--- src/sv/qawt_pkg.sv ---
// types, byte codes and helper functions for the quote aware whitespace tokenizer
// no dependencies; used by quote_aware_whitespace_tokenizer_core
package qawt_pkg;

	localparam int CharW  = 8;
	localparam int CountW = 8;

	localparam logic [CharW-1:0] ChrSpace  = 8'h20;
	localparam logic [CharW-1:0] ChrFf     = 8'h0C;
	localparam logic [CharW-1:0] ChrLf     = 8'h0A;
	localparam logic [CharW-1:0] ChrCr     = 8'h0D;
	localparam logic [CharW-1:0] ChrTab    = 8'h09;
	localparam logic [CharW-1:0] ChrVt     = 8'h0B;
	localparam logic [CharW-1:0] ChrDquote = 8'h22;
	localparam logic [CharW-1:0] ChrSquote = 8'h27;
	localparam logic [CharW-1:0] ChrBslash = 8'h5C;

	localparam logic [CountW-1:0] CountMax = '1;

	typedef struct packed {
		logic [CharW-1:0] char_in;
		logic             end_of_string;
	} in_word_t;

	typedef struct packed {
		logic [CharW-1:0]  char_out;
		logic              has_char;
		logic              token_first;
		logic              token_last;
		logic              string_done;
		logic [CountW-1:0] token_count;
	} out_word_t;

	function automatic logic is_space(input logic [CharW-1:0] c);
		return (c == ChrSpace) || (c == ChrFf) || (c == ChrLf) ||
			(c == ChrCr) || (c == ChrTab) || (c == ChrVt);
	endfunction

	function automatic logic [CountW-1:0] count_inc(input logic [CountW-1:0] n);
		return (n == CountMax) ? CountMax : n + CountW'(1);
	endfunction

endpackage

--- src/sv/quote_aware_whitespace_tokenizer_core.sv ---
// quote aware whitespace tokenizer: byte stream in, token bytes with first/last marks out
// depends on qawt_pkg
// timing: an accepted byte goes to the input register; a word that it causes is registered
//   at out_data when that register advances; each token byte appears one byte later
// throughput: one input word per cycle while out_ready is high, set by the single
//   input-register to output-register update of the flag bits and the held byte
// reset: arst_n clears valid flags, tokenizer flags, hold flag and token count at once
module quote_aware_whitespace_tokenizer_core (
	input  logic               clk,
	input  logic               arst_n,
	input  logic               in_valid,
	output logic               in_ready,
	input  qawt_pkg::in_word_t  in_data,
	output logic               out_valid,
	input  logic               out_ready,
	output qawt_pkg::out_word_t out_data
);

	logic               valid_s1;
	qawt_pkg::in_word_t data_s1;

	logic                           inside_token_q;
	logic                           dquote_q;
	logic                           squote_q;
	logic                           escape_q;
	logic                           held_valid_q;
	logic [qawt_pkg::CharW-1:0]     held_char_q;
	logic                           held_first_q;
	logic [qawt_pkg::CountW-1:0]    count_q;

	logic                out_valid_q;
	qawt_pkg::out_word_t out_data_q;

	logic                           advance;
	logic                           emit;
	qawt_pkg::out_word_t            res;
	logic                           inside_token_d;
	logic                           dquote_d;
	logic                           squote_d;
	logic                           escape_d;
	logic                           held_valid_d;
	logic [qawt_pkg::CharW-1:0]     held_char_d;
	logic                           held_first_d;
	logic [qawt_pkg::CountW-1:0]    count_d;
	logic [qawt_pkg::CharW-1:0]     c;
	logic                           space;
	logic [qawt_pkg::CountW-1:0]    cnt_inc;

	// the stage may move unless it would write a word into a full, stalled output
	assign advance  = valid_s1 && (!out_valid_q || out_ready || !emit);
	assign in_ready = !valid_s1 || advance;

	always_comb begin
		c       = data_s1.char_in;
		space   = qawt_pkg::is_space(c);
		cnt_inc = qawt_pkg::count_inc(count_q);

		emit           = 1'b0;
		res            = '0;
		inside_token_d = inside_token_q;
		dquote_d       = dquote_q;
		squote_d       = squote_q;
		escape_d       = escape_q;
		held_valid_d   = held_valid_q;
		held_char_d    = held_char_q;
		held_first_d   = held_first_q;
		count_d        = count_q;

		if (data_s1.end_of_string) begin
			emit = 1'b1;
			res.string_done = 1'b1;
			if (held_valid_q) begin
				res.char_out    = held_char_q;
				res.has_char    = 1'b1;
				res.token_first = held_first_q;
				res.token_last  = 1'b1;
				res.token_count = cnt_inc;
			end else begin
				res.token_count = count_q;
			end
			inside_token_d = 1'b0;
			dquote_d       = 1'b0;
			squote_d       = 1'b0;
			escape_d       = 1'b0;
			held_valid_d   = 1'b0;
			held_char_d    = '0;
			held_first_d   = 1'b0;
			count_d        = '0;
		end else if (!inside_token_q && space) begin
			// leading or repeated whitespace, dropped
		end else if (inside_token_q && space && !dquote_q && !squote_q && !escape_q) begin
			// splitting whitespace closes the token
			count_d = cnt_inc;
			if (held_valid_q) begin
				emit            = 1'b1;
				res.char_out    = held_char_q;
				res.has_char    = 1'b1;
				res.token_first = held_first_q;
				res.token_last  = 1'b1;
				res.token_count = cnt_inc;
			end
			held_valid_d   = 1'b0;
			held_char_d    = '0;
			held_first_d   = 1'b0;
			inside_token_d = 1'b0;
			escape_d       = 1'b0;
		end else begin
			inside_token_d = 1'b1;
			if (c == qawt_pkg::ChrDquote && !squote_q && !escape_q) begin
				dquote_d = !dquote_q;
			end else if (c == qawt_pkg::ChrSquote && !dquote_q && !escape_q) begin
				squote_d = !squote_q;
			end
			escape_d = (c == qawt_pkg::ChrBslash) ? !escape_q : 1'b0;
			if (held_valid_q) begin
				emit            = 1'b1;
				res.char_out    = held_char_q;
				res.has_char    = 1'b1;
				res.token_first = held_first_q;
				res.token_count = count_q;
			end
			held_valid_d = 1'b1;
			held_char_d  = c;
			held_first_d = !inside_token_q;
		end
	end

	always_ff @(posedge clk or negedge arst_n) begin
		if (!arst_n) begin
			valid_s1 <= 1'b0;
		end else if (in_ready) begin
			valid_s1 <= in_valid;
		end
	end

	always_ff @(posedge clk) begin
		if (in_ready && in_valid) begin
			data_s1 <= in_data;
		end
	end

	always_ff @(posedge clk or negedge arst_n) begin
		if (!arst_n) begin
			inside_token_q <= 1'b0;
			dquote_q       <= 1'b0;
			squote_q       <= 1'b0;
			escape_q       <= 1'b0;
			held_valid_q   <= 1'b0;
			held_first_q   <= 1'b0;
			count_q        <= '0;
		end else if (advance) begin
			inside_token_q <= inside_token_d;
			dquote_q       <= dquote_d;
			squote_q       <= squote_d;
			escape_q       <= escape_d;
			held_valid_q   <= held_valid_d;
			held_first_q   <= held_first_d;
			count_q        <= count_d;
		end
	end

	always_ff @(posedge clk) begin
		if (advance) begin
			held_char_q <= held_char_d;
		end
	end

	always_ff @(posedge clk or negedge arst_n) begin
		if (!arst_n) begin
			out_valid_q <= 1'b0;
		end else if (advance && emit) begin
			out_valid_q <= 1'b1;
		end else if (out_ready) begin
			out_valid_q <= 1'b0;
		end
	end

	always_ff @(posedge clk) begin
		if (advance && emit) begin
			out_data_q <= res;
		end
	end

	assign out_valid = out_valid_q;
	assign out_data  = out_data_q;

	// a token in progress always has its latest byte in the hold register
	a_token_holds_byte: assert property (@(posedge clk) disable iff (!arst_n)
		inside_token_q |-> held_valid_q)
		else $error("inside a token with nothing held");

	// an end word leaves all tokenizer state cleared
	a_end_clears: assert property (@(posedge clk) disable iff (!arst_n)
		(advance && data_s1.end_of_string) |=>
			(!inside_token_q && !held_valid_q && !dquote_q && !squote_q &&
			 !escape_q && count_q == '0))
		else $error("end word did not clear state");

	// a word without a token byte is only ever the end report
	a_empty_is_done: assert property (@(posedge clk) disable iff (!arst_n)
		(out_valid && !out_data.has_char) |-> out_data.string_done)
		else $error("empty word that is not an end report");

	// first and last marks only ride on real token bytes
	a_marks_need_char: assert property (@(posedge clk) disable iff (!arst_n)
		(out_valid && (out_data.token_first || out_data.token_last)) |-> out_data.has_char)
		else $error("token mark without a byte");

endmodule

--- config.mk ---
export PLATFORM = sky130hd
export DESIGN_NAME = quote_aware_whitespace_tokenizer_core
export DESIGN_NICKNAME = d
export VERILOG_FILES = /design/src/sv/qawt_pkg.sv /design/src/sv/quote_aware_whitespace_tokenizer_core.sv
export SDC_FILE = /design/constraint.sdc
export NUM_CORES = 1
export LEC_CHECK = 0
export ABC_CLOCK_PERIOD_IN_PS = 3600
export BUFFER_PORTS_ARGS = -buffer_cell sky130_fd_sc_hd__buf_4
export CAP_MARGIN = 40
export CORE_ASPECT_RATIO = 0.9
export CORE_MARGIN = 10
export CORE_UTILIZATION = 55
export DETAILED_ROUTE_END_ITERATION = 6
export MAX_ROUTING_LAYER = met4
export PLACE_DENSITY = 0.77
export SETUP_SLACK_MARGIN = 0.3
export SLEW_MARGIN = 20
export SYNTH_ARGS = -nofsm -noshare
export SYNTH_HDL_FRONTEND = slang
export SYNTH_SLANG_ARGS = --single-unit
--- constraint.sdc ---
create_clock -name clk -period 3.6 [get_ports clk]
set_clock_uncertainty 0.05 [all_clocks]
set_input_delay 0.18 -clock clk [delete_from_list [all_inputs] [get_ports clk]]
set_output_delay 0.18 -clock clk [all_outputs]
set_load 0.02 [all_outputs]
* Word level (Yosys, flattened, before mapping)
Index checks and enable logic that the tools add are counted.
Storage, ports and cells: bits in registers 52, input bits 13, output and inout port bits 22, word-level logic and storage cells 109
Operators by class: $add $sub $neg 1, equality and inequality tests 13, multiplexer cells 43, reduce and logical (&&, ||, !) cells 35
Operators by type and width (number):
- $mux W8 | 12
- $eq A8 B4 Y1 const B | 5
- $mux W11 | 3
- $mux W1 | 26
- $eq A8 B6 Y1 const B | 3
- $mux W10 | 2
- $logic_and A1 B1 Y1 | 12
- $add A8 B1 Y8 const B | 1
- $eq A8 B7 Y1 const B | 1
- $eq A8 B8 Y1 const B | 1
- $logic_or A1 B1 Y1 | 8
- $reduce_bool A2 Y1 | 4
- $logic_not A1 Y1 | 7
- $ne A2 B2 Y1 const B | 3
- $reduce_and A5 Y1 | 1
- $reduce_and A4 Y1 | 1
- $reduce_and A3 Y1 | 1
- $reduce_and A2 Y1 | 1

* Longest topological paths before layout
word-level depth 14, gate-level depth with buffers 7, mapped depth without buffers 6

* Worst setup path after synthesis
Ideal clock, no wire load.
kind register -> register, start point reg data_s1 (netlist bit c[1]), end point reg out_data_q (netlist bit out_data[7]), data pin, library setup time 0.261 ns, data arrival time 1.541 ns, required time 3.289 ns, setup slack 1.748 ns, stages on the path, launching flop included 7, path buffers 1, clock period less this slack 1.852 ns, path through edfxtp_1 nor4b_4 o211ai_2 and3_1 buf_6 a32oi_1 o21ai_1
RTL lines:
- from (decl) | RTL line quote_aware_whitespace_tokenizer_core.sv:20 | qawt_pkg::in_word_t data_s1;
- from (signal assigned) | RTL line quote_aware_whitespace_tokenizer_core.sv:138 | data_s1 <= in_data;
- to (signal assigned) | RTL line quote_aware_whitespace_tokenizer_core.sv:180 | out_data_q <= res;
- to (decl) | RTL line quote_aware_whitespace_tokenizer_core.sv:32 | qawt_pkg::out_word_t out_data_q;

* Final worst setup path
start point reg held_valid_q, end point reg count_q[5] (netlist bit)
On the way: cells in the longest elaborated chain, start to end 8, elaborated cells between the ends (all ways) 15, classes of those cells 1 x eq/ne; 3 x mux; 11 x reduce/logical
Ends and longest elaborated chain:
- from (decl) | RTL line quote_aware_whitespace_tokenizer_core.sv:26 | logic held_valid_q;
- from (signal assigned) | RTL line quote_aware_whitespace_tokenizer_core.sv:156 | held_valid_q <= held_valid_d;
- $logic_not A1 Y1
- $logic_and A1 B1 Y1
- $mux W1 | RTL line quote_aware_whitespace_tokenizer_core.sv:89 | end else if (!inside_token_q && space) begin
- $mux W1 | RTL line quote_aware_whitespace_tokenizer_core.sv:69 | if (data_s1.end_of_string) begin
- $logic_not A1 Y1 | RTL line quote_aware_whitespace_tokenizer_core.sv:50 | assign advance = valid_s1 && (!out_valid_q || out_ready || !emit);
- $logic_or A1 B1 Y1 | RTL line quote_aware_whitespace_tokenizer_core.sv:50
- $logic_and A1 B1 Y1 | RTL line quote_aware_whitespace_tokenizer_core.sv:50
- $reduce_and A3 Y1 (no line) *
- to (signal assigned) | RTL line quote_aware_whitespace_tokenizer_core.sv:158 | count_q <= count_d;
- to (decl) | RTL line quote_aware_whitespace_tokenizer_core.sv:29 | logic [qawt_pkg::CountW-1:0] count_q;
Every way passes the cells marked *; elsewhere a longest branch is shown, timed or not. A chain may end at the register's enable or synchronous reset.

==> results.cfg <==
[outcome]
status = completed

[yosys]
synth.distinct_cells = 52
ys_seq_elements = 52
synth-main-ff-cell = edfxtp_1
synthCells = 212
synth_area_sq_um = 2560
yosys.area.top_type = edfxtp_1
async_flop_share_pct = 28.8
yosysTopAreaCellShare_pct = 43.4
synth_edf_count = 37
ys_warn_count = 0
yosysSeqAreaShare_pct = 58.1
syn_nets = 226
synthTopCellsByArea = edfxtp_1 (43%), dfrtp_1 (15%), and2_1 (3.4%), a21oi_1 (2.3%), a311oi_2 (2.3%)
avgSynthCellArea_sq_um = 12.1

[sta]
final-hold-violation-count = 0
fin_crit_sh_pct = 72.7
maxSlewViolCount = 0
maxSlewHeadroom_pct = 49.0
fmax_ghz = 0.382
rsz0062_at_grt = false
fin_setup_tns_ns = 0
worst_slack_ns = 0.984
worst_slew_pin_slew_ns = 0.766
setup_viol = 0
period_needed_ns = 2.62

[power_and_ir_drop]
p_sw_uw = 340
p_leak_uw = 0.00115
swShare_pct = 26.2
finalPower_uw = 1300
combPwrFrac_pct = 16.7
p_clk_share_pct = 25.7
p_int_uw = 959
cellPowerDensity_nw_per_um2 = 427
ir_drop_v = 0.000296
pwr-share-seq_pct = 57.6

[clock_tree]
cts_tree = yes
cts.clk_slew.worst_paths_ns = 0.09
numCtsBuffers = 5
h-tree-depth = 2
ctsLongestPathBuffers = 2
cts_sinks = 52
root_buffer = clkbuf_8
cts_resized = 0
clock_latency_ns = 0.30
post-cts-setup-buffers = 0

[critical_path]
path_max_fanout = 29
reg2reg_depth = 5
cp.required_ns = 3.73
worstSetupEndpointType = register
worstPathArrival_ns = 2.75
cp_slowest_cell = and3b_1
max_stage_delay_ns = 0.74
worstPathCellList = nor2_1 -> o21ai_0 -> and3b_1 -> and2_4 -> o221ai_1
critPathKind = register to register
start_kind = register

[floorplanning]
die_area_sq_um = 7790
top_level_ports = 35
die_w_um = 91.9
die_h_um = 84.7
floorplan.initialDensity_pct = 57.0
core_region_area_sq_um = 4490
rows = 23

[drt]
routed_wl_mm = 4.76
drt_iter0_drc = 169
vias_per_cell = 5.61
ant_nets = 0
first_pass_iters = 5
num_vias = 1778
drc = 0
wl_per_cell_um = 15.0

[cells_and_area]
final_cell_mix = edfxtp_1 (37), buf_4 (34), nand2_1 (16)
final_common_cell = edfxtp_1
fin_nets = 268
syn2layout_area_growth_pct = 19.0
drive_gt1_share_pct = 25.5
diodes = 0

[global_routing]
antenna_found_initial = 0
grt_usage_pct = 13.0
grt_max_degree = 30
grt-ovfl-total = 0
grt_pass1_wl_mm = 8.11
grt_pass1_vias = 1673

[place]
dp_slack_ns = 1.05
place.port_buffers = 34
gp_congestion = 0.852
dp_hpwl_mm = 3.50

[job]
max-cap-violations = 0

[hold_path]
min_path_type = input pin to register
holdPathStages = 2
==> cell type report <==
class | instances | area [sq um]
sequential | 52 | 1490
fill | 362 | 1440
multi-input combinational | 140 | 980
timing repair buffer | 45 | 370
clock buffer | 7 | 86.3
tap | 62 | 77.6
inverter | 10 | 37.5
clock inverter | 1 | 7.51
==> worst paths after layout <==
check / from / end / slack (ns)
setup / recovery: held_valid_q$_DFFE_PN0P_ / count_q[5]$_DFFE_PN0P_ / 0.98
min in group asynchronous: arst_n / count_q[3]$_DFFE_PN0P_ / 0.21
hold / removal: in_valid / valid_s1$_DFFE_PN0N_ / 0.02
max in group asynchronous: arst_n / escape_q$_DFFE_PN0P_ / 3.11
setup reg to reg: held_valid_q$_DFFE_PN0P_ / count_q[5]$_DFFE_PN0P_ / 0.98
hold reg to reg: held_first_q$_DFFE_PN0P_ / held_first_q$_DFFE_PN0P_ / 0.44
==> layer usage <==
metal | GRT usage (%) | part of all wire, % | up-vias | wire [um]
met5 | - | 0 | - | 0
met4 | 4.20 | 1.4 | 0 | 65
met3 | 4.18 | 9.6 | 7 | 459
met2 | 19.2 | 45 | 69 | 2140
met1 | 16.6 | 44 | 838 | 2100
li1 | - | - | 864 | -
==> through the flow <==
step	std cells	hold WS (ns)	instance area [sq um]	utilization, %
final	317	0.0239	3050	67.8
after global routing	317	0.0322	3050	67.8
after CTS	316	0.0169	3030	67.5
after detailed placement	298	-0.00103	2840	63.2
after global placement	298	0.000557	2840	63.2
after floorplan	212	-0.166	2560	-
==> cell usage after synthesis (3+ instances only) <==
cell,number
dfrtp_1,15
nor3_1,7
o21ai_0,3
edfxtp_1,37
buf_2,3
nor2_1,10
and3_1,3
inv_1,10
nand3_1,7
nor2b_1,5
and2_1,14
clkbuf_1,5
mux2i_1,3
nand3b_1,3
o211ai_1,3
a311oi_2,4
nand2_1,16
a21oi_1,12
o21ai_1,7
==> critical path: cells and delay by family (launching register included) <==
family          cells  cell delay [ns]
flops               1             0.67
compound gates      2             0.29
simple gates        3             1.47
==> cells by family (layout without fill, tap and decap cells) <==
family          after synthesis  count (layout)  synth area share (%)
compound gates               46              46                  13.6
fa+ha+maj                     1               1                 0.489
buf+inv                      20              63                  3.67
flops                        52              52                  58.1
mux                           4               4                  1.61
simple gates                 89              89                  22.5
==> sequential cells by signal (all words and copies together) (netlist names) <==
register,flops
c,8
count_q,8
data_s1,1
dquote_q,1
escape_q,1
held_char_q,8
held_first_q,1
held_valid_q,1
out_data,20
out_valid,1
squote_q,1
valid_s1,1
==> power groups by stage <==
stage,sequential [uW],combinational [uW],clock [uW]
2_1_floorplan,777,118,0
3_5_place_dp,762,205,0
6_report,748,217,334
3_3_place_gp,761,201,0
5_1_grt,758,235,364
4_1_cts,749,214,343
==> repair_timing <==
action | CTS | global route
endpoints found under the setup margin | 0 | 0
endpoints found under the hold margin | 24 | 0
hold buffers | 10 | 0
Note: power is estimated with default switching activity, not from simulation.
